## config.mk

```make
export PLATFORM = sky130hd
export DESIGN_NAME = three_wire_rtc_serial_master_unit
export DESIGN_NICKNAME = d
export VERILOG_FILES = /design/src/sv/twrsm_pkg.sv /design/src/sv/twrsm_front.sv /design/src/sv/twrsm_fifo.sv /design/src/sv/twrsm_back.sv /design/src/sv/three_wire_rtc_serial_master_unit.sv
export SDC_FILE = /design/constraint.sdc
export NUM_CORES = 1
export LEC_CHECK = 0
export BUFFER_PORTS_ARGS = -buffer_cell sky130_fd_sc_hd__buf_2
export CAP_MARGIN = 0
export CELL_PAD_IN_SITES_DETAIL_PLACEMENT = 1
export CELL_PAD_IN_SITES_GLOBAL_PLACEMENT = 1
export CORE_UTILIZATION = 50
export DETAILED_ROUTE_END_ITERATION = 8
export GPL_ROUTABILITY_DRIVEN = 0
export PLACE_DENSITY_LB_ADDON = 0.1
export REMOVE_ABC_BUFFERS = 1
export SLEW_MARGIN = 20
export SYNTH_ARGS = -nofsm -noshare
export SYNTH_HDL_FRONTEND = slang
export SYNTH_SLANG_ARGS = --single-unit
```

## constraint.sdc

```tcl
create_clock -name clk_i -period 7.62 [get_ports clk_i]
set_clock_uncertainty 0.2 [all_clocks]
set_input_delay 0.762 -clock clk_i [delete_from_list [all_inputs] [get_ports clk_i]]
set_output_delay 0.762 -clock clk_i [all_outputs]
set_load 0.01 [all_outputs]
```

## src/sv/twrsm_pkg.sv

```systemverilog
package twrsm_pkg;

  localparam int unsigned QueueDepth = 2;

  localparam logic [5:0] LastPhase  = 6'd32;
  localparam logic [5:0] CmdEndPhase = 6'd15;
  localparam logic [5:0] RxStartPhase = 6'd16;

  typedef enum logic {
    FuncRead  = 1'b0,
    FuncWrite = 1'b1
  } func_e;

  typedef struct packed {
    logic       start;
    logic       read_mode;
    logic [7:0] cmd;
    logic [7:0] wdat;
    logic       line;
  } item_t;

  typedef struct packed {
    logic [7:0] read_data;
    logic       done;
    logic       busy;
    logic       line_drive;
    logic       line_out;
    logic       serial_clock;
    logic       chip_enable;
  } res_t;

endpackage

```

## src/sv/twrsm_front.sv

```systemverilog
module twrsm_front (
  input  logic              start_req_i,
  input  logic              func_i,
  input  logic [5:0]        reg_addr_i,
  input  logic [7:0]        write_data_i,
  input  logic              line_in_i,
  output twrsm_pkg::item_t  item_o
);

  logic rd;

  // command byte: bit 7 set, address in bits 6..1, bit 0 marks a read
  assign rd = (twrsm_pkg::func_e'(func_i) == twrsm_pkg::FuncRead);

  always_comb begin
    item_o.start     = start_req_i;
    item_o.read_mode = rd;
    item_o.cmd       = {1'b1, reg_addr_i, rd};
    item_o.wdat      = write_data_i;
    item_o.line      = line_in_i;
  end

endmodule

```

## src/sv/twrsm_fifo.sv

```systemverilog
module twrsm_fifo #(
  parameter int unsigned Depth = twrsm_pkg::QueueDepth
) (
  input  logic              clk_i,
  input  logic              rst_ni,
  input  logic              push_i,
  input  twrsm_pkg::item_t  push_item_i,
  output logic              full_o,
  input  logic              pop_i,
  output logic              valid_o,
  output twrsm_pkg::item_t  pop_item_o
);

  localparam int unsigned AddrW = (Depth > 1) ? $clog2(Depth) : 1;
  localparam int unsigned CntW  = $clog2(Depth + 1);

  twrsm_pkg::item_t mem_q [Depth];
  logic [AddrW-1:0] wr_ptr_q, wr_ptr_d;
  logic [AddrW-1:0] rd_ptr_q, rd_ptr_d;
  logic [CntW-1:0]  cnt_q, cnt_d;
  logic             do_push, do_pop;

  assign full_o     = (cnt_q == CntW'(Depth));
  assign valid_o    = (cnt_q != '0);
  assign pop_item_o = mem_q[rd_ptr_q];
  assign do_push    = push_i && !full_o;
  assign do_pop     = pop_i && valid_o;

  always_comb begin
    wr_ptr_d = wr_ptr_q;
    rd_ptr_d = rd_ptr_q;
    cnt_d    = cnt_q;
    if (do_push) begin
      wr_ptr_d = (wr_ptr_q == AddrW'(Depth - 1)) ? '0 : wr_ptr_q + 1'b1;
    end
    if (do_pop) begin
      rd_ptr_d = (rd_ptr_q == AddrW'(Depth - 1)) ? '0 : rd_ptr_q + 1'b1;
    end
    if (do_push && !do_pop) begin
      cnt_d = cnt_q + 1'b1;
    end else if (do_pop && !do_push) begin
      cnt_d = cnt_q - 1'b1;
    end
  end

  always_ff @(posedge clk_i or negedge rst_ni) begin
    if (!rst_ni) begin
      wr_ptr_q <= '0;
      rd_ptr_q <= '0;
      cnt_q    <= '0;
    end else begin
      wr_ptr_q <= wr_ptr_d;
      rd_ptr_q <= rd_ptr_d;
      cnt_q    <= cnt_d;
    end
  end

  always_ff @(posedge clk_i) begin
    if (do_push) begin
      mem_q[wr_ptr_q] <= push_item_i;
    end
  end

endmodule

```

## src/sv/twrsm_back.sv

```systemverilog
module twrsm_back (
  input  logic              clk_i,
  input  logic              rst_ni,
  input  logic              valid_i,
  input  twrsm_pkg::item_t  item_i,
  output logic              pop_o,
  output logic              res_valid_o,
  output twrsm_pkg::res_t   res_o,
  input  logic              res_ready_i
);

  logic [5:0] phase_q, phase_d;
  logic [7:0] tx_q, tx_d;
  logic [7:0] hold_q, hold_d;
  logic       active_q, active_d;
  logic       rd_q, rd_d;
  logic [7:0] rx_q, rx_d;

  logic             out_valid_q;
  twrsm_pkg::res_t  out_q;
  twrsm_pkg::res_t  res;
  logic             advance;

  logic       act;
  logic [5:0] p;
  logic [7:0] tx_e, hold_e, rx_e;
  logic       rd_e;

  assign advance     = valid_i && (!out_valid_q || res_ready_i);
  assign pop_o       = advance;
  assign res_valid_o = out_valid_q;
  assign res_o       = out_q;

  always_comb begin
    act    = active_q;
    p      = phase_q;
    tx_e   = tx_q;
    hold_e = hold_q;
    rx_e   = rx_q;
    rd_e   = rd_q;
    // latch a new access only while idle
    if (!active_q && item_i.start) begin
      act    = 1'b1;
      p      = '0;
      tx_e   = item_i.cmd;
      hold_e = item_i.wdat;
      rx_e   = '0;
      rd_e   = item_i.read_mode;
    end

    phase_d  = p;
    tx_d     = tx_e;
    hold_d   = hold_e;
    rx_d     = rx_e;
    rd_d     = rd_e;
    active_d = act;

    res.chip_enable  = 1'b0;
    res.serial_clock = 1'b0;
    res.line_out     = 1'b1;
    res.line_drive   = 1'b0;
    res.busy         = 1'b0;
    res.done         = 1'b0;
    res.read_data    = '0;

    if (act) begin
      if (p < twrsm_pkg::LastPhase) begin
        res.chip_enable  = 1'b1;
        res.busy         = 1'b1;
        res.serial_clock = p[0];
        if (p < twrsm_pkg::RxStartPhase || !rd_e) begin
          res.line_drive = 1'b1;
          res.line_out   = tx_e[0];
        end else if (!p[0]) begin
          rx_d[p[3:1]] = rx_e[p[3:1]] | item_i.line;
        end
        if (p[0]) begin
          tx_d = (p == twrsm_pkg::CmdEndPhase) ? hold_e : {1'b0, tx_e[7:1]};
        end
        phase_d = p + 1'b1;
      end else begin
        res.done      = 1'b1;
        res.read_data = rd_e ? rx_e : '0;
        active_d      = 1'b0;
        phase_d       = '0;
      end
    end
  end

  always_ff @(posedge clk_i or negedge rst_ni) begin
    if (!rst_ni) begin
      phase_q     <= '0;
      tx_q        <= '0;
      hold_q      <= '0;
      active_q    <= 1'b0;
      rd_q        <= 1'b0;
      rx_q        <= '0;
      out_valid_q <= 1'b0;
    end else begin
      if (advance) begin
        phase_q  <= phase_d;
        tx_q     <= tx_d;
        hold_q   <= hold_d;
        active_q <= active_d;
        rd_q     <= rd_d;
        rx_q     <= rx_d;
      end
      if (advance) begin
        out_valid_q <= 1'b1;
      end else if (res_ready_i) begin
        out_valid_q <= 1'b0;
      end
    end
  end

  always_ff @(posedge clk_i) begin
    if (advance) begin
      out_q <= res;
    end
  end

endmodule

```

## src/sv/three_wire_rtc_serial_master_unit.sv

```systemverilog
// channel   | dir | signals                          | contents
// ----------+-----+----------------------------------+-------------------------------
// s_axis    | in  | s_axis_tvalid/tready/tdata/tuser | one half-bit tick request
// m_axis    | out | m_axis_tvalid/tready/tdata/tlast | pin levels and status per tick
//
// one tick per clock cycle while m_axis_tready keeps up; a tick passes the front, a queue of
// QueueDepth entries and the back, which registers its result: an accepted tick is written
// into the queue, then popped into the back's result register when nothing stalls.
// reset empties the queue and returns the serial engine to idle.
// a stall on the master side fills the queue, then drops s_axis_tready.
module three_wire_rtc_serial_master_unit #(
  parameter int unsigned QueueDepth = twrsm_pkg::QueueDepth
) (
  input  logic        clk_i,
  input  logic        rst_ni,
  input  logic        s_axis_tvalid,
  output logic        s_axis_tready,
  // start_req[0], reg_addr[6:1], write_data[14:7], line_in[15]
  input  logic [15:0] s_axis_tdata,
  // func[0]
  input  logic        s_axis_tuser,
  output logic        m_axis_tvalid,
  input  logic        m_axis_tready,
  // chip_enable[0], serial_clock[1], line_out[2], line_drive[3], busy_res[4],
  // read_data[12:5], zero[15:13]
  output logic [15:0] m_axis_tdata,
  // done_res
  output logic        m_axis_tlast
);

  twrsm_pkg::item_t in_item;
  twrsm_pkg::item_t q_item;
  twrsm_pkg::res_t  res;
  logic             full;
  logic             q_valid;
  logic             pop;

  twrsm_front u_front (
    .start_req_i  (s_axis_tdata[0]),
    .func_i       (s_axis_tuser),
    .reg_addr_i   (s_axis_tdata[6:1]),
    .write_data_i (s_axis_tdata[14:7]),
    .line_in_i    (s_axis_tdata[15]),
    .item_o       (in_item)
  );

  twrsm_fifo #(
    .Depth (QueueDepth)
  ) u_fifo (
    .clk_i       (clk_i),
    .rst_ni      (rst_ni),
    .push_i      (s_axis_tvalid),
    .push_item_i (in_item),
    .full_o      (full),
    .pop_i       (pop),
    .valid_o     (q_valid),
    .pop_item_o  (q_item)
  );

  twrsm_back u_back (
    .clk_i       (clk_i),
    .rst_ni      (rst_ni),
    .valid_i     (q_valid),
    .item_i      (q_item),
    .pop_o       (pop),
    .res_valid_o (m_axis_tvalid),
    .res_o       (res),
    .res_ready_i (m_axis_tready)
  );

  assign s_axis_tready = !full;
  assign m_axis_tdata  = {3'b000, res.read_data, res.busy, res.line_drive,
                          res.line_out, res.serial_clock, res.chip_enable};
  assign m_axis_tlast  = res.done;

endmodule

```

### Word level (Yosys, flattened, before mapping)

Memory sizes are Yosys's and may differ from the RTL's.
Index checks and enable logic that the tools add are counted.
W data, S select, Z words.

* add/sub/neg operators: 5
* magnitude comparators: 4
* equal/unequal tests: 2
* mux-type cells: 34
* bitwise gates (word level): 4
* reduce and logical (&&, ||, !) cells: 21

Operators with widths (count)
* $mux W8: 11
* $mux W6: 3
* $mux W1: 13
* $bwmux W8: 1
* $logic_and A1 B1 Y1: 7
* $add A6 B1 Y6 const B: 1
* $eq A6 B4 Y1 const B: 1
* $logic_not A1 Y1: 6
* $lt A6 B5 Y1 const B: 1
* $lt A6 B6 Y1 const B: 1
* $mux W2: 3
* $reduce_bool A2 Y1: 3
* $mux W5: 1
* $lt A3 B4 Y1 const B: 1
* $bmux W1 S3: 1
* $demux W1 S3: 1
* $ge A3 B1 Y1 const B: 1
* $not A1 Y1: 3
* $reduce_and A3 Y1: 1
* $reduce_or A3 Y1: 1
* $add A1 B1 Y1 const B: 2
* $add A2 B1 Y2 const B: 1
* $eq A2 B2 Y1 const B: 1
* $logic_or A1 B1 Y1: 2
* other kinds (3): 3

* register bits after elaboration: 51
* RAM bits: 36
* input bits: 21
* word-level logic and storage cells: 88
* memories kept: 1

Memory list
* u_fifo.mem_q: depth 2, bits a word 18, read ports 1, clocked after Yosys merged registers in 0, write ports 1, RTL line twrsm_fifo.sv:17 `twrsm_pkg::item_t mem_q [Depth];`

### Depth between registers and ports, before layout

Gate-level depths: netlist (run 1).

* depth in word-level cells: 12
* mapped depth: 10
* depth with buffers taken out: 8

### Cells and area by module

From an unflattened synthesis (run 1), not the netlist that was laid out.

* cells, all modules: 343
* area total of the unflattened synthesis: 4254.1 µm²

By module, submodules not included
* twrsm_back: instances 1, cells an instance 239, area each 2407.3 µm², sequential area each 1216.2 µm²
* twrsm_fifo: instances 1, cells an instance 78, area each 1666.6 µm², sequential area each 1241.2 µm²
* twrsm_front: instances 1, cells an instance 21, area each 150.1 µm², sequential area each 0.0 µm²
* three_wire_rtc_serial_master_unit: instances 1, cells an instance 5, area each 30.0 µm², sequential area each 0.0 µm²

### Worst setup path before layout (run 1)

Ideal clock, no wire load.

* path type: reg-to-reg
* from: register u_fifo.rd_ptr_q
* to: register u_back.tx_q[0]
* library setup time: 0.123 ns
* arrival time: 2.469 ns
* required time: 7.297 ns
* slack: 4.828 ns
* cell stages (with the launch flop): 11
* path buffers: 2
* period minus slack after synthesis: 2.792 ns
* cells stage by stage: dfrtp_1 > buf_4 > mux2i_4 > or2_1 > buf_2 > and2_1 > ha_1 > and3_1 > nand2_1 > mux2_2 > o221a_1

* cells in the longest elaborated chain, start to end: 8

Ends and longest elaborated chain
* start: declaration: RTL line twrsm_fifo.sv:19 `logic [AddrW-1:0] rd_ptr_q, rd_ptr_d;`
* start signal: assignment: RTL line twrsm_fifo.sv:53 `rd_ptr_q <= rd_ptr_d;`
* $mem_v2 Z2 W18 (*)
* $logic_and A1 B1 Y1 (*): RTL line twrsm_back.sv:42 `if (!active_q && item_i.start) begin`
* $mux W6 (*): RTL line twrsm_back.sv:42
* via u_back.p[0]: RTL line twrsm_back.sv:25 `logic [5:0] p;`
* parallel branches: the longest is 3 deep, another holds $lt A6 B6 Y1
* $mux W8 (*): RTL line twrsm_back.sv:67 `if (p < twrsm_pkg::LastPhase) begin`
* $mux W8 (*): RTL line twrsm_back.sv:66 `if (act) begin`
* end signal: assignment: RTL line twrsm_back.sv:102 `tx_q <= tx_d;`
* end: declaration: RTL line twrsm_back.sv:13 `logic [7:0] tx_q, tx_d;`

Mark *: on every way through the listed nets, which the timed path passes.
A chain may end at the register's enable or synchronous reset.

### Worst setup path in the final report (run 1)

* from: memory u_fifo.mem_q[0][17] in the netlist's numbering
* to: register u_back.tx_q[0]

* cells in the longest elaborated chain, start to end: 8

Ends and longest elaborated chain (RTL line)
* start: declaration: twrsm_fifo.sv:17
* $mem_v2 Z2 W18 (*)
* $logic_and A1 B1 Y1 (*): twrsm_back.sv:42
* $mux W6 (*): twrsm_back.sv:42
* via u_back.p[0]: twrsm_back.sv:25
* parallel branches: the longest is 3 deep, another holds $lt A6 B6 Y1
* $mux W8 (*): twrsm_back.sv:67
* $mux W8 (*): twrsm_back.sv:66

Marked as above.

==> results of run 1 <==
-- power groups by stage --
stage,registers [mW],logic [mW],clock network [mW]
after global placement,0.747,0.528,0
after floorplan,0.751,0.360,0
final,0.743,0.542,0.319
after detailed placement,0.754,0.545,0
after CTS,0.744,0.551,0.324
after global routing,0.765,0.605,0.339
-- per-layer routing --
metal  wire length [um]  share of wire (%)  up-vias
met2               3794                 48       58
li1                   -                  -     1233
met4                119                1.5        0
met3                254                3.2        9
met1               3758                 47     1267
met5                  0                  0        -
-- final cells by class --
cell class,count,area (um^2)
fillers,794,3097
flip-flops and latches,84,2337
multi-input cells,201,1324
repair buffers,38,195.2
clock buffers,10,127.6
well taps,99,123.9
clock inverters,6,70.07
inverters,15,56.30
-- sequential cells by signal (all words and copies together) (netlist names) --
register            flops
u_back.phase_q          6
u_fifo.rd_ptr_q         1
u_back.active_q         1
u_back.rd_q             1
u_back.res_valid_o      1
u_fifo.mem_q           34
u_back.hold_q           8
u_back.tx_q             8
u_fifo.wr_ptr_q         1
u_back.rx_q             8
u_back.res_o           13
u_fifo.cnt_q            2
-- cells by family after synthesis --
family	Yosys count
compound gates	70
xor+xnor	5
fa+ha+maj	2
buf+inv	37
flops	84
mux	22
other cells	1
simple gates	99
-- per-stage QoR --
step	std cells	hold slack, ns	cell area (um^2)	setup slack [ns]
detailed placement	437	0.2941	4036	4.547
finish	453	0.3002	4234	4.534
floorplan	300	0.2608	3717	4.434
global placement	437	0.2789	4036	4.648
global route	453	0.3405	4234	4.372
CTS	453	0.3045	4234	4.536
-- synth_stat cells, types with 3 or more instances --
cell and instances:
or3_1 3, and3_1 3, and2_1 13, nor3_1 7
inv_1 14, clkbuf_1 7, nand3_1 8, nor2b_1 4
o21ai_1 6, dfrtp_1 37, mux2i_1 18, xnor2_1 3
nor2_1 25, a211oi_1 7, edfxtp_1 47, a21oi_1 23
mux2_2 3, buf_2 7, nand2b_1 4, nand2_1 18
buf_4 5, a22oi_1 4, a32oi_1 7, o31ai_1 4
-- path summary, 6_finish.rpt --
path | depth (start not counted) | end | slack (ns) | startpoint
setup / recovery | 8 | u_back.tx_q[0] | 4.53 | u_fifo.mem_q[0][17]
hold / removal | 1 | u_fifo.wr_ptr_q | 0.30 | u_fifo.wr_ptr_q
setup reg to reg | 8 | u_back.tx_q[0] | 4.53 | u_fifo.mem_q[0][17]
hold reg to reg | 1 | u_fifo.wr_ptr_q | 0.30 | u_fifo.wr_ptr_q
max in group asynchronous | 1 | u_fifo.rd_ptr_q | 6.37 | rst_ni
min in group asynchronous | 1 | u_back.rx_q[2] | 0.31 | rst_ni
-- cell usage in the layout (no fill, tap or decap), types with 4 or more instances in the layout --
cell / instances
a21oi_1: 23
clkbuf_8: 9
o31ai_1: 4
a32oi_1: 7
nor2_1: 25
inv_1: 14
mux2i_1: 18
a22oi_1: 4
nand2b_1: 4
nand3_1: 8
nor2b_1: 4
a211oi_1: 7
nor3_1: 7
dfrtp_1: 37
and2_1: 13
nand2_1: 18
edfxtp_1: 47
o21ai_1: 6
buf_2: 36
==> flow_summary.toml, run 1 <==
[cts]
cts_tree = "built"
cts_hold_buf = 0
clockRootBuffer = "clkbuf_8"
clockBufferDepth = 2
post_cts_resized = 0
post-cts-setup-buffers = 0
numCtsBuffers = 9
clock_latency_ns = 0.36
clk_pin_slew_worst_paths_ns = 0.08
cts.sinks = 84
htreeDepth = 3

[synth]
syn_avg_cell_area_um2 = 11.94
synthFlopType = "edfxtp_1"
ys_types = 58
yosys.area.top_type = "edfxtp_1"
ys_ff_latch = 84
synth-compound-area-share_pct = 12.54
synth-xor-area-share_pct = 1.146
synth_mux_area_share_pct = 6.189
synth.top_cell.area_share_pct = 36.94
syn_inst = 320
synth_top_family_by_area = "simple AND/OR/NAND/NOR gates"
syn_area_um2 = 3821
yosysWarnings = 0
yosysSeqAreaShare_pct = 61.17
synth_area_leaders = "edfxtp_1, dfrtp_1, mux2i_1"
synthAdderAreaFrac_pct = 0.6549
synthSimpleGateAreaFrac_pct = 13.82
synth_async_sr_flop_share_pct = 44.05
synth_edf_count = 47

[sta]
min_period_ns = 3.086
timing.final.crit_share_pct = 40.50
slew_viol_final = 0
setup_tns_ns = 0
hold_viol = 0
max_freq_ghz = 0.3241
worst_slew_pin_slew_ns = 0.9784
relSlewSlack_pct = 34.29
setup_viol = 0
rsz0062_at_grt = "no"

[pwr]
pwr-share-seq_pct = 46.3
ir_drop_mv = 0.1977
p_comb_share_pct = 33.8
design_power_total_mw = 1.604
clkPwrFrac_pct = 19.9
switching_power_uw = 608.9
sw_frac_of_total_pct = 37.95
leakagePower_nw = 1.682
powerDensity_nw_per_um2 = 378.9
p_int_uw = 995.4

[worst_setup_path]
crit_required_ns = 7.66
crit_buf_inv = 0
critical_path_arrival_ns = 3.13
cp_top_family = "simple AND/OR/NAND/NOR gates"
path_class = "flip-flop to flip-flop"
cp_max_fo = 10
path_cells = "mux2i_4, or2_1, and2_1, ha_1, and3_1, nand2_1, mux2_2, o221a_1"
critPathLaunchType = "flip-flop"
crit_slowest_cell = "edfxtp_1"
crit_path_end_kind = "flip-flop"
max_stage_delay_ns = 0.52

[final_layout]
area_growth_pct = 10.81
fin_nets = 372
drive_gt1_share_pct = 17.23
diodes = 0
fin_util_pct = 57.76

[die]
design.core.area_um2 = 7331
die_w_um = 89.42
die_y_um = 89.42
rows = 31
die-area_um2 = 7996
start_util_pct = 52.12
ios = 40

[global_route]
grtUsageMet3_pct = 3.509
busiest_layer = "met2"
met2_usage_pct = 36.16
grt_use_total_pct = 22.38
grt_max_degree = 38
antenna_found_initial = 0
grt_pass1_wl_mm = 13.23
met1_usage_pct = 30.54
first_global_vias = 2641
grt_overflow = 0

[routing]
num_vias = 2567
via_per_inst = 5.667
routedWlPerCell_um = 17.50
first_pass_iters = 4
ant_nets = 0
first_iter_violations = 96
drc_errors = 0
totalWireLength_mm = 7.927

[min_path]
hold_path_class = "flip-flop to flip-flop"

[placed_design]
io_buffers = 36
dp_hpwl_mm = 5.345

[status]
outcome = "complete, no violations"

[flow_run]
max_cap_violations = 0
(Power assumes the default switching activity.)
==> run 2: changes to the inputs <==
--- a/config.mk
+++ b/config.mk
@@ -9,7 +9,7 @@
 export CAP_MARGIN = 0
 export CELL_PAD_IN_SITES_DETAIL_PLACEMENT = 1
 export CELL_PAD_IN_SITES_GLOBAL_PLACEMENT = 1
-export CORE_UTILIZATION = 50
+export CORE_UTILIZATION = 42
 export DETAILED_ROUTE_END_ITERATION = 8
 export GPL_ROUTABILITY_DRIVEN = 0
 export PLACE_DENSITY_LB_ADDON = 0.1
==> constraint.sdc (replaced) <==
create_clock -name clk_i -period 2.6 [get_ports clk_i]
set_clock_uncertainty 0.2 [all_clocks]
set_input_delay 0.26 -clock clk_i [delete_from_list [all_inputs] [get_ports clk_i]]
set_output_delay 0.26 -clock clk_i [all_outputs]
set_load 0.01 [all_outputs]
==> flow_summary.toml, run 2 (synthesized netlist as in run 1, its figures left out) <==
[min_path]
hold_end = "u_fifo.wr_ptr_q"
hold_path_class = "input port to flip-flop"
hold-path-cell-count = 3
min_from = "s_axis_tvalid"

[routing]
num_vias = 2715
totalWireLength_mm = 8.487
routedWlPerCell_um = 17.29
drc_errors = 0
via_per_inst = 5.530
first_iter_violations = 125
first_pass_iters = 4
ant_nets = 0

[sta]
rsz0062_at_grt = "no"
hold_viol = 0
setup_viol = 0
fin_hold_ws_ns = 0.02559
slew_viol_final = 0
worst_slew_pin_slew_ns = 0.8769
setup_tns_ns = 0
timing.final.crit_share_pct = 95.18
min_period_ns = 2.475
relSlewSlack_pct = 41.54
max_freq_ghz = 0.4041

[cts]
clockRootBuffer = "clkbuf_8"
clockBufferDepth = 2
clock_latency_ns = 0.35
cts.sinks = 84
clk_pin_slew_worst_paths_ns = 0.08
post_cts_resized = 0
post-cts-setup-buffers = 0
htreeDepth = 3
cts_tree = "built"
numCtsBuffers = 9

[final_layout]
nFillCells = 922
area_growth_pct = 17.62
multiInputGateArea_um2 = 1324
fin_nets = 401
fin_util_pct = 51.29
diodes = 0
final_common_cell = "edfxtp_1"
regMostFlops = "u_fifo.mem_q"
drive_gt1_share_pct = 19.06
regArea_um2 = 2337
largest_register_ffs = 34
layout_common_cells = "edfxtp_1, dfrtp_1, buf_2"

[status]
outcome = "complete, no violations"

[worst_setup_path]
cp_top_family = "simple AND/OR/NAND/NOR gates"
rr_startpoint = "u_fifo.rd_ptr_q"
critical_path_arrival_ns = 2.51
path_class = "flip-flop to flip-flop"
path_cells = "mux2i_4, or2_1, and2_1, ha_1, and3_1, nand2_1, mux2_2, o221a_1"
crit_buf_inv = 0
reg2reg_slack_ns = 0.13
crit_slowest_cell = "dfrtp_1"
critPathLaunchType = "flip-flop"
r2r-end = "u_back.tx_q[0]"
cp_max_fo = 4
max_stage_delay_ns = 0.42
crit_path_end_kind = "flip-flop"
worstRegToRegCells = 8
crit_required_ns = 2.64

[die]
design.core.area_um2 = 8763
ios = 40
die_w_um = 97.39
rows = 34
start_util_pct = 43.60
die_y_um = 97.39
die-area_um2 = 9484

[global_route]
antenna_found_initial = 0
first_global_vias = 2854
met1_usage_pct = 27.32
grtUsageMet3_pct = 3.957
busiest_layer = "met2"
grt_overflow = 0
met2_usage_pct = 30.82
grt_max_degree = 38
grt_use_total_pct = 19.56
grt_pass1_wl_mm = 14.50

[flow_run]
max_cap_violations = 0

[pwr]
powerDensity_nw_per_um2 = 1053
design_power_total_mw = 4.732
ir_drop_mv = 0.6286
leakagePower_nw = 1.809

[placed_design]
io_buffers = 36
dp_hpwl_mm = 5.632
run 2: per-stage QoR:
step,instance area [um^2],worst slack (ns),instances
final,4494,0.1253,491
after global placement,4130,0.2147,457
after global routing,4494,0.01939,491
after detailed placement,4130,0.1353,457
after floorplan,3717,-0.5856,300
after CTS,4494,0.1192,491
run 2: per-layer routing:
| metal | share of wire (%) | up-vias |
|---|---|---|
| met4 | 1.3 | 0 |
| met3 | 3.4 | 11 |
| met5 | 0 | - |
| met2 | 48 | 59 |
| li1 | - | 1287 |
| met1 | 48 | 1358 |
run 2: how the worst max path moves through the flow:
stage	startpoint	endpoint	slack (ns)	cells after the start
6_report	u_fifo.rd_ptr_q	u_back.tx_q[0]	0.13	8
3_5_place_dp	u_fifo.rd_ptr_q	u_back.tx_q[0]	0.14	8
3_3_place_gp	u_fifo.rd_ptr_q	u_back.tx_q[0]	0.21	8
5_1_grt	u_fifo.rd_ptr_q	u_back.tx_q[4]	0.02	9
2_1_floorplan	u_fifo.rd_ptr_q	u_back.tx_q[0]	-0.59	8
4_1_cts	u_fifo.rd_ptr_q	u_back.tx_q[0]	0.12	8
run 2: layout make-up:
| cell class | instances | area share (%) |
|---|---|---|
| Inverter | 15 | 1.253 |
| Multi-Input combinational cell | 201 | 29.45 |
| Sequential cell | 84 | 52.00 |
| Timing Repair Buffer | 67 | 10.19 |
| Clock inverter | 6 | 1.030 |
| Clock buffer | 10 | 3.062 |
| Tap cell | 108 | 3.007 |
run 2: worst reg2reg max path, cell delays in order, from the launching register on:
cell and delay (ns):
dfrtp_1 0.42, mux2i_4 0.20, or2_1 0.25, and2_1 0.17
ha_1 0.24, and3_1 0.24, nand2_1 0.10, mux2_2 0.33
o221a_1 0.21
run 2: report_power, final:
group / leakage, nW / internal (mW) / total (mW) / switching [mW]
logic: 0.876 / 0.681 / 1.73 / 1.05
registers: 0.843 / 1.86 / 2.13 / 0.267
clock network: 0.0897 / 0.382 / 0.878 / 0.496
run 2: repair_timing:
item	4_1_cts	5_1_grt
hold endpoints to repair	71	0
hold buffers	18	0
endpoints found under the setup margin	0	0
